File: config.mk
export PLATFORM = sky130hd
export DESIGN_NAME = mpf_state_mem
export DESIGN_NICKNAME = d
export VERILOG_FILES = /design/src/rtl/core/mpf_pkg.sv /design/src/rtl/core/mpf_state_mem.sv
export SDC_FILE = /design/constraint.sdc
export NUM_CORES = 1
export LEC_CHECK = 0
export BUFFER_PORTS_ARGS = -buffer_cell sky130_fd_sc_hd__buf_2
export CORE_MARGIN = 2
export CORE_UTILIZATION = 30
export DETAILED_ROUTE_END_ITERATION = 8
export HOLD_SLACK_MARGIN = 0.02
export PLACE_DENSITY = 0.5
export REMOVE_ABC_BUFFERS = 1
export SETUP_SLACK_MARGIN = 0.5
export SLEW_MARGIN = 20
export SYNTH_ARGS = -nofsm -noshare
export SYNTH_HDL_FRONTEND = slang
export SYNTH_SLANG_ARGS = --single-unit
File: constraint.sdc
create_clock -name clk -period 13.9 [get_ports clk]
set_input_delay 1.39 -clock clk [delete_from_list [all_inputs] [get_ports clk]]
set_output_delay 1.39 -clock clk [all_outputs]
set_load 0.01 [all_outputs]
File: src/rtl/core/mpf_pkg.sv
`timescale 1ns / 1ps
// ----------------------------------------------------------------------------
// mpf_pkg: shared types, constants and arithmetic helpers
// Fixed-point saturation and clamp functions, memory request structs and the
// sequencer state types of the multichannel pid controller.
// ----------------------------------------------------------------------------
package mpf_pkg;

  localparam int CHANNELS  = 8;
  localparam int CH_W      = 3;
  localparam int COEF_NUM  = 4;
  localparam int CFG_IDX_W = 8;
  localparam int CFG_DAT_W = 32;
  localparam int COEF_FRAC = 24;
  localparam int RATE_FRAC = 16;

  localparam logic [CH_W:0] CH_COUNT = CHANNELS[CH_W:0];

  localparam logic OP_STEP = 1'b0;
  localparam logic OP_LOAD = 1'b1;

  localparam logic [15:0] LOOP_TIME_RST = 16'd1;
  localparam logic [16:0] LOOP_RATE_RST = 17'd65536;
  localparam logic [30:0] ILIM_RST      = 31'd655;
  localparam logic [30:0] OLIM_RST      = 31'd65536;

  localparam logic signed [31:0] SAT_MAX = 32'sh7FFF_FFFF;
  localparam logic signed [31:0] SAT_MIN = 32'sh8000_0000;

  typedef enum logic [1:0] {
    COEF_P,
    COEF_I,
    COEF_D,
    COEF_F
  } coef_sel_t;

  typedef enum logic [CFG_IDX_W-1:0] {
    CFG_LOOP_TIME = 0,
    CFG_LOOP_RATE = 1,
    CFG_ILIM      = 2,
    CFG_OLIM      = 3
  } cfg_idx_t;

  typedef enum logic [1:0] {
    S_IDLE,
    S_DIFF,
    S_MUL,
    S_SUM
  } seq_state_t;

  typedef enum logic [2:0] {
    MS_KP,
    MS_KI,
    MS_KD,
    MS_KF,
    MS_IT,
    MS_DT,
    MS_FT,
    MS_LAST
  } mul_step_t;

  typedef struct packed {
    logic [15:0] loop_time;
    logic [16:0] loop_rate;
    logic [30:0] ilim;
    logic [30:0] olim;
  } cfg_t;

  typedef struct packed {
    logic signed [31:0] kp;
    logic signed [31:0] ki;
    logic signed [31:0] kd;
    logic signed [31:0] kf;
  } coef_row_t;

  typedef struct packed {
    logic signed [31:0] integ;
    logic signed [31:0] last_sp;
    logic signed [31:0] last_ms;
  } chan_state_t;

  typedef struct packed {
    logic            re;
    logic [CH_W-1:0] addr;
  } mem_rd_t;

  typedef struct packed {
    logic               we;
    logic [CH_W-1:0]    addr;
    coef_sel_t          sel;
    logic signed [31:0] data;
  } coef_wr_t;

  typedef struct packed {
    logic            we;
    logic [CH_W-1:0] addr;
    chan_state_t     data;
  } st_wr_t;

  // saturate a wide signed value to 32 bits
  function automatic logic signed [31:0] sat32w(input logic signed [65:0] x);
    logic signed [31:0] r;
    if (x[65:31] != {35{x[65]}}) begin
      r = x[65] ? SAT_MIN : SAT_MAX;
    end else begin
      r = x[31:0];
    end
    return r;
  endfunction

  // saturated difference a - b
  function automatic logic signed [31:0] sat_diff(input logic signed [31:0] a,
                                                  input logic signed [31:0] b);
    logic signed [32:0] d;
    logic signed [31:0] r;
    d = 33'(a) - 33'(b);
    if (d[32] != d[31]) begin
      r = d[32] ? SAT_MIN : SAT_MAX;
    end else begin
      r = d[31:0];
    end
    return r;
  endfunction

  // symmetric clamp to +-lim
  function automatic logic signed [31:0] clamp_sym(input logic signed [65:0] x,
                                                   input logic [30:0] lim);
    logic signed [65:0] l;
    logic signed [65:0] nl;
    logic signed [31:0] r;
    l  = $signed({35'b0, lim});
    nl = -l;
    if (x > l) begin
      r = l[31:0];
    end else if (x < nl) begin
      r = nl[31:0];
    end else begin
      r = x[31:0];
    end
    return r;
  endfunction

endpackage

File: src/rtl/core/mpf_state_mem.sv
`timescale 1ns / 1ps
// ----------------------------------------------------------------------------
// mpf_state_mem: per-channel loop state memory
// Integrator, last setpoint and last measurement of each channel, with a
// registered read; a channel never written reads as zero.
// ----------------------------------------------------------------------------
module mpf_state_mem import mpf_pkg::*; (
  input  logic        clk,
  input  logic        rst_n,
  input  st_wr_t      wr,
  input  mem_rd_t     rd,
  output chan_state_t rd_state
);

  chan_state_t         mem [CHANNELS];
  logic [CHANNELS-1:0] vld_r;
  chan_state_t         data_r;
  logic                rvld_r;

  always_ff @(posedge clk) begin
    if (wr.we) begin
      mem[wr.addr] <= wr.data;
    end
    if (rd.re) begin
      data_r <= mem[rd.addr];
      rvld_r <= vld_r[rd.addr];
    end
  end

  always_ff @(posedge clk) begin
    if (!rst_n) begin
      vld_r <= '0;
    end else if (wr.we) begin
      vld_r[wr.addr] <= 1'b1;
    end
  end

  assign rd_state = rvld_r ? data_r : '0;

endmodule

==> metrics.md, run 1 <==
| Metric | Value |
|---|---|
| Crit. Startpoint | `rd[0]` |
| Cell mode on critical path | `buf_4` |
| Setup Fix Bufs, Post-CTS | `0` |
| Total power divided by cell area | `148.8 mW/mm2` |
| Worst-path maximum fanout | `75` |
| Clk buf depth | `3` |
| Worst Hold Class | `flop to flop` |
| Design Area, Final | `between 0.03 and 0.04 mm2` |
| Internal power | `0.004504 W` |
| CTS tree | `done` |
| Core footprint | `0.1086 mm2` |
| Busiest grt layer | `met2` |
| IO Port Bufs | `201` |
| Met2 usage | `22.38%` |
| Worst Setup End Kind | `flop` |
| Met1 GRT Util | `~17%` |
| Detailed Routing Iterations Pass 1 | `5` |
| Seq cells post-synth | `about 870` |
| Syn Area/Cell | `approximately 24 um2` |
| Die X-Extent | `334.3 um` |
| Synth warnings | `0` |
| Via density | `4.677` |
| Tmin final | `4282 ps` |
| Placed insts | `2911` |
| Worst slew margin | `34.56%` |
| Clock Power Share | `41.9%` |
| R2R Setup Slk | `12480 ps` |
| Layout cells sized above 1 | `38.92%` |
| CP arrival | `4690 ps` |
| Antenna violations before repair | `22` |
| Clock skew | `22.16 ps` |
| Slowest cell delay on critical path | `830 ps` |
| P&R area growth vs syn | `17.39%` |
| Most frequent cells in the layout | `edfxtp_1, buf_2, mux4_2` |
| Least-Margin Pin Slew | `981.6 ps` |
| Filler cells | `roughly 10000` |
| Initial Util | `30.16%` |
| Reg power frac | `52.9%` |
| Buffers plus inverters on the worst setup path | `3` |
| Sw Share | `21.23%` |
| Distinct cells, synth | `14` |
| Placed inst area | `0.03542 mm2` |
| Worst setup margin | `about 9600 ps` |
| Cell count after synthesis | `1342` |
| DRT iter0 DRCs | `941` |
| RSZ-0062 raised after global routing | `no` |
| Setup crit start kind | `primary input` |
| Clock sink count | `about 870` |
| Top cell type by total area after synthesis | `edfxtp_1` |
| Gr ovfl total | `0` |
| Sequential element share of the synthesized area | `79.84%` |
| Clk_lat worst skew | `670 ps` |
| R2r endpoint | `data_r[10]` |
| Simple logic cell fraction of the synthesized area | `2.072%` |
| Clk slew on worst S/H paths | `60 ps` |
| Fmax | `233.5 MHz` |
| Slowest CP cell | `buf_4` |
| Reg2Reg Launch Point | `mem[5][10]` |
| Die H | `334.3 um` |
| Cts bufs inserted | `94` |
| Crit Path Class | `primary input to flop` |
| WHS Endpoint | `vld_r[3]` |
| Gr usage total | `a little over an eighth` |
| Number of global-route vias before repair | `about 16000` |
| Synth top area share | `79.35%` |
| Final ANT Viol Nets | `0` |
| Fin crit share | `30.81%` |
| Adder-cell share of the synthesized area | `0%` |
| MaxCap Viol Count | `0` |
| Avg WL per Cell | `23.75 um` |
| Net Switching | `0.001214 W` |
| DP Worst Slack | `8798 ps` |
| Root buffer cell | `clkbuf_16` |
| Hold Buf Count CTS | `0` |
| Post-cts gate resize count | `0` |
| FP Rows | `between 100 and 150` |
| DRC errors left | `0` |
| Global-route wire length before repair | `107300 um` |
| Pleak | `12.43 nW` |
| XOR/XNOR share of the synthesized area | `0%` |
| Worst IR Drop VDD | `0.00009193 V` |
| Main combinational cell family by area after synthesis | `multiplexers` |
| Post-synthesis compound-gate area fraction | `0.1835%` |
| H-tree lvl count | `3` |
| FF/Latch Area | `between 0.02 and 0.03 mm2` |
| Cell Count, Final, Fillers Out | `3080` |
| Multi-input logic area | `around 0.0063 mm2` |
| Most common cell after layout, fill and taps aside | `edfxtp_1` |
| Logic pwr share | `5.1%` |
| Final setup violation count | `0` |
| Fin. max-slew vios | `0` |
| Met3 Use GR | `2.667%` |
| Die area | `0.1118 mm2` |
| Total negative slack | `0 ps` |
| Top Ports | `202` |
| Crit path max-delay family | `buffers and inverters` |
| Hold Path Depth | `1` |
| Routability cong. | `approximately 0.64` |
| Crit path required time | `14300 ps` |
| Post-synthesis instance area | `0.03273 mm2` |
| CP cell instances | `buf_8, buf_4, buf_4, mux4_2, mux2_2` |
| Via count | `between 10000 and 15000` |
| DPL Wire Length | `36200 um` |
| Routed wire length | `73140 um` |
| Final nets | `1699` |
| R2R cell count | `2` |
| Status | `complete, no violations` |
| Largest net degree at the start of global routing | `118` |
| Synth top area cells | `edfxtp_1, mux4_2, mux2_2, and2_1, buf_6` |
| Final cell utilization of the core | `35.40%` |
| Post-synthesis mux area share | `around 17%` |
| Final hold violations | `0` |
| Critical hold path startpoint | `vld_r[3]` |
-- kinds of logic (layout without fill, tap and decap cells) --
kind of cell / after synthesis / after routing
other: 0 / 1
DFF: 873 / 873
buffers and inverters: 66 / 389
and+or+nand+nor: 104 / 104
muxes: 291 / 291
AOI/OAI and AO/OA: 8 / 8
-- cell type report --
type,instances,share of cell area [%]
Sequential cell,873,68.01
Clock buffer,111,6.288
Multi-Input combinational cell,403,16.30
Clock inverter,57,1.530
Timing Repair Buffer,221,3.253
Antenna cell,1,0.006512
Tap cell,1414,4.604
-- worst reg2reg max path, cell delays in order, from the launching register on --
cell	delay [ps]
edfxtp_1	370
mux4_2	480
mux2_2	300
-- metal layers --
metal,up-vias,wire [um]
met1,7770,31410
met4,22,1448
li1,6163,-
met3,127,3283
met5,-,144
met2,322,36850
-- power by group through the flow --
stage | Clock (W) | Combinational, W | Sequential (W)
finish | 0.00240 | 0.000294 | 0.00303
global route | 0.00257 | 0.000322 | 0.00303
CTS | 0.00247 | 0.000305 | 0.00303
detailed placement | 0 | 0.000304 | 0.00308
global placement | 0 | 0.000300 | 0.00308
floorplan | 0 | 0.000145 | 0.00308
-- sequential cells by signal, summed over array words and instances, names as in the netlist --
register and count:
vld_r 8, mem 768, data_r 96, rvld_r 1
-- worst max-delay path by stage --
stage | to | slack (ps) | cells past startpoint
finish | data_r[71] | 9620 | 5
global route | data_r[71] | 9300 | 5
CTS | data_r[71] | 9530 | 5
detailed placement | data_r[71] | 8800 | 5
global placement | data_r[60] | 8790 | 5
floorplan | mem[0][0] | 1610 | 1
-- synth_stat cells (all sizes together) --
cell type,count
buf,41
o21a,8
and2,96
mux4,194
clkbuf,25
and4,1
nor4bb,3
nor4b,1
and4b,3
mux2,97
edfxtp,865
dfxtp,8
-- per-stage QoR --
stage	hold slack (ps)	power (W)
6_report	464.1	0.005717
5_1_grt	483.4	0.005930
4_1_cts	467.5	0.005808
3_5_place_dp	453.1	0.003387
3_3_place_gp	444.9	0.003378
2_1_floorplan	435.4	0.003229
No activity file was read; power rests on OpenSTA's default activity.
==> run 2: changes to the inputs <==
Settings changed: PLACE_DENSITY 0.5 to 0.52.
Clock period 13.9 ns to 3.9 ns, I/O delays scaled along.
==> run 2 against run 1 <==
Clock power increased to 3.6 times the previous value. Critical path depth shrank 2. Non-clock buffer count up 118. Combinational power grew to 3.9 times the previous value. Largest power group unchanged.
==> metrics.md, run 2 (synthesis gave the netlist of run 1 again) <==
| Metric | Value |
|---|---|
| WHS | `71.01 ps (-393.1 ps)` |
| Worst Hold Class | `primary input to flop` |
| CP arrival | `2010 ps (-2680 ps)` |
| Initial Util | `30.16% (unchanged)` |
| Final hold violations | `0 (unchanged)` |
| Final ANT Viol Nets | `0 (unchanged)` |
| Total power divided by cell area | `518.8 mW/mm2 (+250%)` |
| Root buffer cell | `clkbuf_16` |
| Routed wire length | `72360 um (-1.1%)` |
| Post-cts gate resize count | `0 (unchanged)` |
| Fin crit share | `between 60% and 70%` |
| DRC errors left | `0 (unchanged)` |
| Final setup violation count | `0 (unchanged)` |
| Detailed Routing Iterations Pass 1 | `4 (-1)` |
| Final nets | `1817 (+6.9%)` |
| Clk_lat worst skew | `650 ps (-20 ps)` |
| Core footprint | `0.1086 mm2 (unchanged)` |
| Global-route wire length before repair | `107700 um (+0.36%)` |
| Antenna violations before repair | `3 (-86%)` |
| Cts bufs inserted | `94 (unchanged)` |
| MaxCap Viol Count | `0 (unchanged)` |
| Most flops, register | `mem` |
| Setup Fix Bufs, Post-CTS | `0 (unchanged)` |
| Worst IR Drop VDD | `0.0003111 V (+240%)` |
| Tmin final | `2400 ps` |
| FP Rows | `121 (unchanged)` |
| Max FFs per register | `768 (unchanged)` |
| Clock sink count | `873 (unchanged)` |
| Clk slew on worst S/H paths | `60 ps (about the same)` |
| Crit path required time | `3510 ps (-10790 ps)` |
| Most frequent cells in the layout | `edfxtp_1, buf_2, mux4_2` |
| Largest net degree at the start of global routing | `98 (-17%)` |
| Total negative slack | `0 ps (unchanged)` |
| Top flop regs | `mem: 768 flops, data_r: 96 flops, vld_r: 8 flops` |
| Die H | `334.3 um (unchanged)` |
| Hold Buf Count CTS | `96 (+96)` |
| Crit Path Class | `flop to output pin` |
| DRT iter0 DRCs | `1047 (+11%)` |
| Clock skew | `24.03 ps (+1.865 ps)` |
| Most common cell after layout, fill and taps aside | `edfxtp_1` |
| Status | `complete, no violations` |
| Die X-Extent | `334.3 um (unchanged)` |
| Routability cong. | `0.6771 (+5.4%)` |
| Top Ports | `202 (unchanged)` |
| Setup crit start kind | `flop` |
| Placed insts | `2933 (+0.76%)` |
| RSZ-0062 raised after global routing | `no` |
| IO Port Bufs | `201 (unchanged)` |
| Layout cells sized above 1 | `37.72% (-1.2 points)` |
| Gr ovfl total | `0 (unchanged)` |
| CTS tree | `done` |
| Placed inst area | `0.03581 mm2 (+1.1%)` |
| Number of global-route vias before repair | `16307 (+2.5%)` |
| Via count | `14749 (+2.4%)` |
| Worst-path maximum fanout | `96 (+28%)` |
| Cell Count, Final, Fillers Out | `3202 (+4.0%)` |
| P&R area growth vs syn | `21.54%` |
| Filler cells | `9864 (-0.25%)` |
| Pleak | `13.03 nW (+4.8%)` |
| H-tree lvl count | `3 (unchanged)` |
| Via density | `4.606 (-1.5%)` |
| Worst Setup End Kind | `output pin` |
| DPL Wire Length | `37310 um (+3.1%)` |
| Least-Margin Pin Slew | `999.5 ps (+17.94 ps)` |
| Clk buf depth | `3 (unchanged)` |
| Fmax | `roughly 420 MHz` |
| Fin. max-slew vios | `0 (unchanged)` |
| Die area | `0.1118 mm2 (unchanged)` |
| Worst slew margin | `33.36% (-1.2 points)` |
| Avg WL per Cell | `22.60 um (-4.8%)` |
| Design Area, Final | `0.03978 mm2 (+3.5%)` |
| Gr usage total | `13.05% (-0.12 points)` |
run 2: path summary, 6_finish.rpt:
check	to	depth (start not counted)	startpoint	slack, ps
setup reg to reg	data_r[34]	2	mem[5][34]	2510
setup / recovery	rd_state[24]	3	rvld_r	1500
hold / removal	mem[5][43]	1	wr[43]	70
hold reg to reg	vld_r[2]	1	vld_r[2]	470
run 2: metrics by stage:
step	util [%]	total power (W)	setup WS, ps
global placement	32.99	0.01206	1371
CTS	36.64	0.02094	1400
detailed placement	32.99	0.01210	1369
finish	36.65	0.02064	1500
global route	36.65	0.02137	1375
floorplan	-	0.01151	-7395
run 2: layout make-up:
class	instances	area, um2	share of cell area [%]
Antenna cell	4	10.01	0.02516
Clock buffer	116	2456	6.174
Clock inverter	53	548.0	1.377
Multi-Input combinational cell	403	6265	15.75
Sequential cell	873	26140	65.69
Tap cell	1414	1769	4.447
Timing Repair Buffer	339	2601	6.538
run 2: power by group:
| group | total [W] | switching [W] | leakage (nW) | internal [W] |
|---|---|---|---|---|
| logic | 0.00116 | 0.000601 | 3.56 | 0.000556 |
| clock network | 0.00870 | 0.00351 | 1.48 | 0.00518 |
| registers | 0.0108 | 0.0000781 | 7.99 | 0.0107 |
run 2: worst max-delay path, cell delays in order (launching register included):
cell	delay, ps
edfxtp_1	370
buf_12	430
and2_1	320
buf_2	170
run 2: routing by layer:
layer  wire length [um]  GRT usage (%)  up-vias  share of wire, %
li1                   -              -     6406                 -
met1              32020          17.22     7971                44
met2              36160          22.10      282                50
met3               2961          2.430       90               4.1
met4               1226          3.508        0               1.7
met5                  0              0        -                 0
==> run 3: changes to the inputs <==
Settings changed: ABC_AREA from default to 1, PLACE_DENSITY 0.52 to 0.5.
Clock period 3.9 ns to 2.3 ns, I/O delays scaled along.
==> run 3 against run 2 <==
Worst hold slack lost 3.8 ps. Global-route usage grew 2.4 points. Wire length grew 37%. Clock power increased by 85%. Synthesized cell count increased to 2.7 times the previous value. Sequential share of layout area decreased by 9.4 points. Largest cell class unchanged.
==> metrics.md, run 3 <==
| Metric | Value |
|---|---|
| Status | `complete, no violations` |
| Antenna violations before repair | `10 (+7)` |
| Final hold violations | `0 (unchanged)` |
| Tmin final | `2150 ps` |
| Sequential element share of the synthesized area | `69.95% (-9.9 points)` |
| Clk slew on worst S/H paths | `60 ps (about the same)` |
| RSZ-0062 raised after global routing | `yes` |
| Final ANT Viol Nets | `0 (unchanged)` |
| Gr usage total | `15.47% (+2.4 points)` |
| R2R cell count | `6 (+4)` |
| Cts bufs inserted | `99 (+5.3%)` |
| Slowest CP cell | `edfxtp_1` |
| Post-synth EDFFs | `865 (unchanged)` |
| Largest net degree at the start of global routing | `89 (-9.2%)` |
| Buffers plus inverters on the worst setup path | `5 (+3)` |
| Cell mode on critical path | `buf_6` |
| IO Port Bufs | `201 (unchanged)` |
| Core footprint | `0.1236 mm2 (+14%)` |
| Clock skew | `19.73 ps (-4.295 ps)` |
| Worst Hold Class | `primary input to flop` |
| Worst IR Drop VDD | `0.0005224 V (+68%)` |
| Seq cells post-synth | `873 (unchanged)` |
| Gr ovfl total | `0 (unchanged)` |
| Crit path max-delay family | `buffers and inverters` |
| Routability cong. | `0.7272 (+7.4%)` |
| Final nets | `4145 (+130%)` |
| Die area | `0.1274 mm2 (+14%)` |
| Via count | `24408 (+65%)` |
| Pleak | `21.33 nW (+64%)` |
| Routed wire length | `99380 um (+37%)` |
| Number of global-route vias before repair | `23068 (+41%)` |
| Total power draw | `0.03745 W (+81%)` |
| DRT iter0 DRCs | `1630 (+56%)` |
| Clk buf depth | `3 (unchanged)` |
| Least-Margin Pin Slew | `801.4 ps (-198.1 ps)` |
| CP arrival | `1920 ps (-90 ps)` |
| Top flop regs | `mem: 768 flops, data_r: 96 flops, vld_r: 8 flops` |
| Count leader, synth | `nand2_1` |
| Clock sink count | `873 (unchanged)` |
| CTS tree | `done` |
| Fin. max-slew vios | `0 (unchanged)` |
| List of most frequent post-synthesis cells | `nand2_1, inv_1, edfxtp_1` |
| Initial Util | `30.22% (+0.065 points)` |
| Most frequent cells in the layout | `nand2_1, edfxtp_1, inv_1` |
| Distinct cells, synth | `12 (-2)` |
| Most common cell after layout, fill and taps aside | `nand2_1` |
| Hold Path Depth | `1 (unchanged)` |
| DPL Wire Length | `53910 um (+44%)` |
| Die X-Extent | `356.9 um (+6.8%)` |
| Total power divided by cell area | `806.8 mW/mm2 (+56%)` |
| Synth top area share | `69.52% (-9.8 points)` |
| MaxCap Viol Count | `0 (unchanged)` |
| Setup crit start kind | `flop` |
| Synth top area cells | `edfxtp_1, nand2_1, inv_1, nand3_1, buf_2` |
| Slowest cell delay on critical path | `440 ps (about the same)` |
| Worst-path maximum fanout | `7 (-93%)` |
| Detailed Routing Iterations Pass 1 | `7 (+3)` |
| Post-synthesis instance area | `0.03736 mm2 (+14%)` |
| Die H | `356.9 um (+6.8%)` |
| DRC errors left | `0 (unchanged)` |
| Crit path required time | `2070 ps (-1440 ps)` |
| Top Ports | `202 (unchanged)` |
| Max FFs per register | `768 (unchanged)` |
| Global-route wire length before repair | `147600 um (+37%)` |
| Cell count after synthesis | `3689 (+170%)` |
| P&R area growth vs syn | `24.22%` |
| Root buffer cell | `clkbuf_16` |
| Most flops, register | `mem` |
| Top cell type by total area after synthesis | `edfxtp_1` |
| WHS | `67.16 ps (-3.844 ps)` |
| Total negative slack | `0 ps (unchanged)` |
| Critical path depth | `6 (+3)` |
| Post-synth ARST share | `0% (unchanged)` |
| Main synth FF type | `edfxtp_1` |
| Avg WL per Cell | `17.27 um (-24%)` |
| Clk_lat worst skew | `680 ps (+30 ps)` |
| Crit Path Class | `flop to output pin` |
| H-tree lvl count | `3 (unchanged)` |
| Fmax | `465.0 MHz` |
| FP Rows | `129 (+6.6%)` |
| Fin crit share | `93.50%` |
| Synth warnings | `0 (unchanged)` |
| Worst Setup End Kind | `output pin` |
| Final setup violation count | `0 (unchanged)` |
| Worst slew margin | `46.57% (+13 points)` |
| Via density | `4.240 (-7.9%)` |
| CP cell instances | `buf_6, buf_12, buf_16, nand2_4, inv_2, buf_6` |
| Syn Area/Cell | `10.13 um2 (-58%)` |
| Layout cells sized above 1 | `13.97% (-24 points)` |
## run 3: metal layers
layer	wire length [um]	global-route usage (%)	vias to the layer above
met1	46980	21.65	11705
met2	46570	25.10	447
met4	1674	4.008	12
met3	4075	2.327	117
met5	77	0	-
li1	-	-	12127
## run 3: report_power, final
| group | internal (W) | leakage, nW | total (W) | switching [W] |
|---|---|---|---|---|
| clock | 0.00965 | 1.59 | 0.0161 | 0.00642 |
| sequential | 0.0182 | 8.01 | 0.0184 | 0.000193 |
| combinational | 0.00109 | 11.7 | 0.00303 | 0.00194 |
| total | 0.0289 | 21.3 | 0.0374 | 0.00855 |
## run 3: path summary, 6_finish.rpt
kind | slack, ps | to | startpoint
hold / removal | 70 | data_r[84] | rd[3]
setup / recovery | 150 | rd_state[26] | rvld_r
hold reg to reg | 460 | vld_r[5] | vld_r[5]
setup reg to reg | 1000 | data_r[14] | mem[3][14]
## run 3: logic make-up after synthesis
| family | count (synthesis) | synth area share, % |
|---|---|---|
| simple gates | 1761 | 18.99 |
| buf+inv | 1048 | 10.97 |
| compound gates | 7 | 0.09376 |
| flops | 873 | 69.95 |
## run 3: timing repair
action                                  in CTS  in global routing
endpoints found under the setup margin      96                 96
pin swaps                                   12                 19
gates cloned                                 6                  2
buffers inserted                             7                  3
endpoints found under the hold margin      776                  0
gates resized for setup                    122                127
hold buffers                               103                  0
## run 3: cell type report
type | count | area [um2]
Sequential cell | 873 | 26140
Clock buffer | 121 | 2581
Clock inverter | 58 | 699.4
Fill cell | 12225 | 77220
Multi-Input combinational cell | 1768 | 7561
Timing Repair Buffer | 409 | 3976
Inverter | 888 | 3408
Antenna cell | 2 | 5.005
Tap cell | 1637 | 2048
## run 3: worst register-to-register path, cell delays in order, from the launching register on
cell and delay (ps):
edfxtp_1 370, inv_1 60, nand2_1 40, nand3_1 90
nand2_1 70, nand2_1 60, nand2_1 240
## run 3: through the flow
step	cell area [um2]	setup slack (ps)	util [%]	cells
CTS	45930	91.40	37.15	5749
global route	46410	116.2	37.54	5756
global placement	40940	443.6	33.11	5454
floorplan	36600	-2593	-	3529
finish	46410	149.6	37.54	5756
detailed placement	40940	436.9	33.11	5454
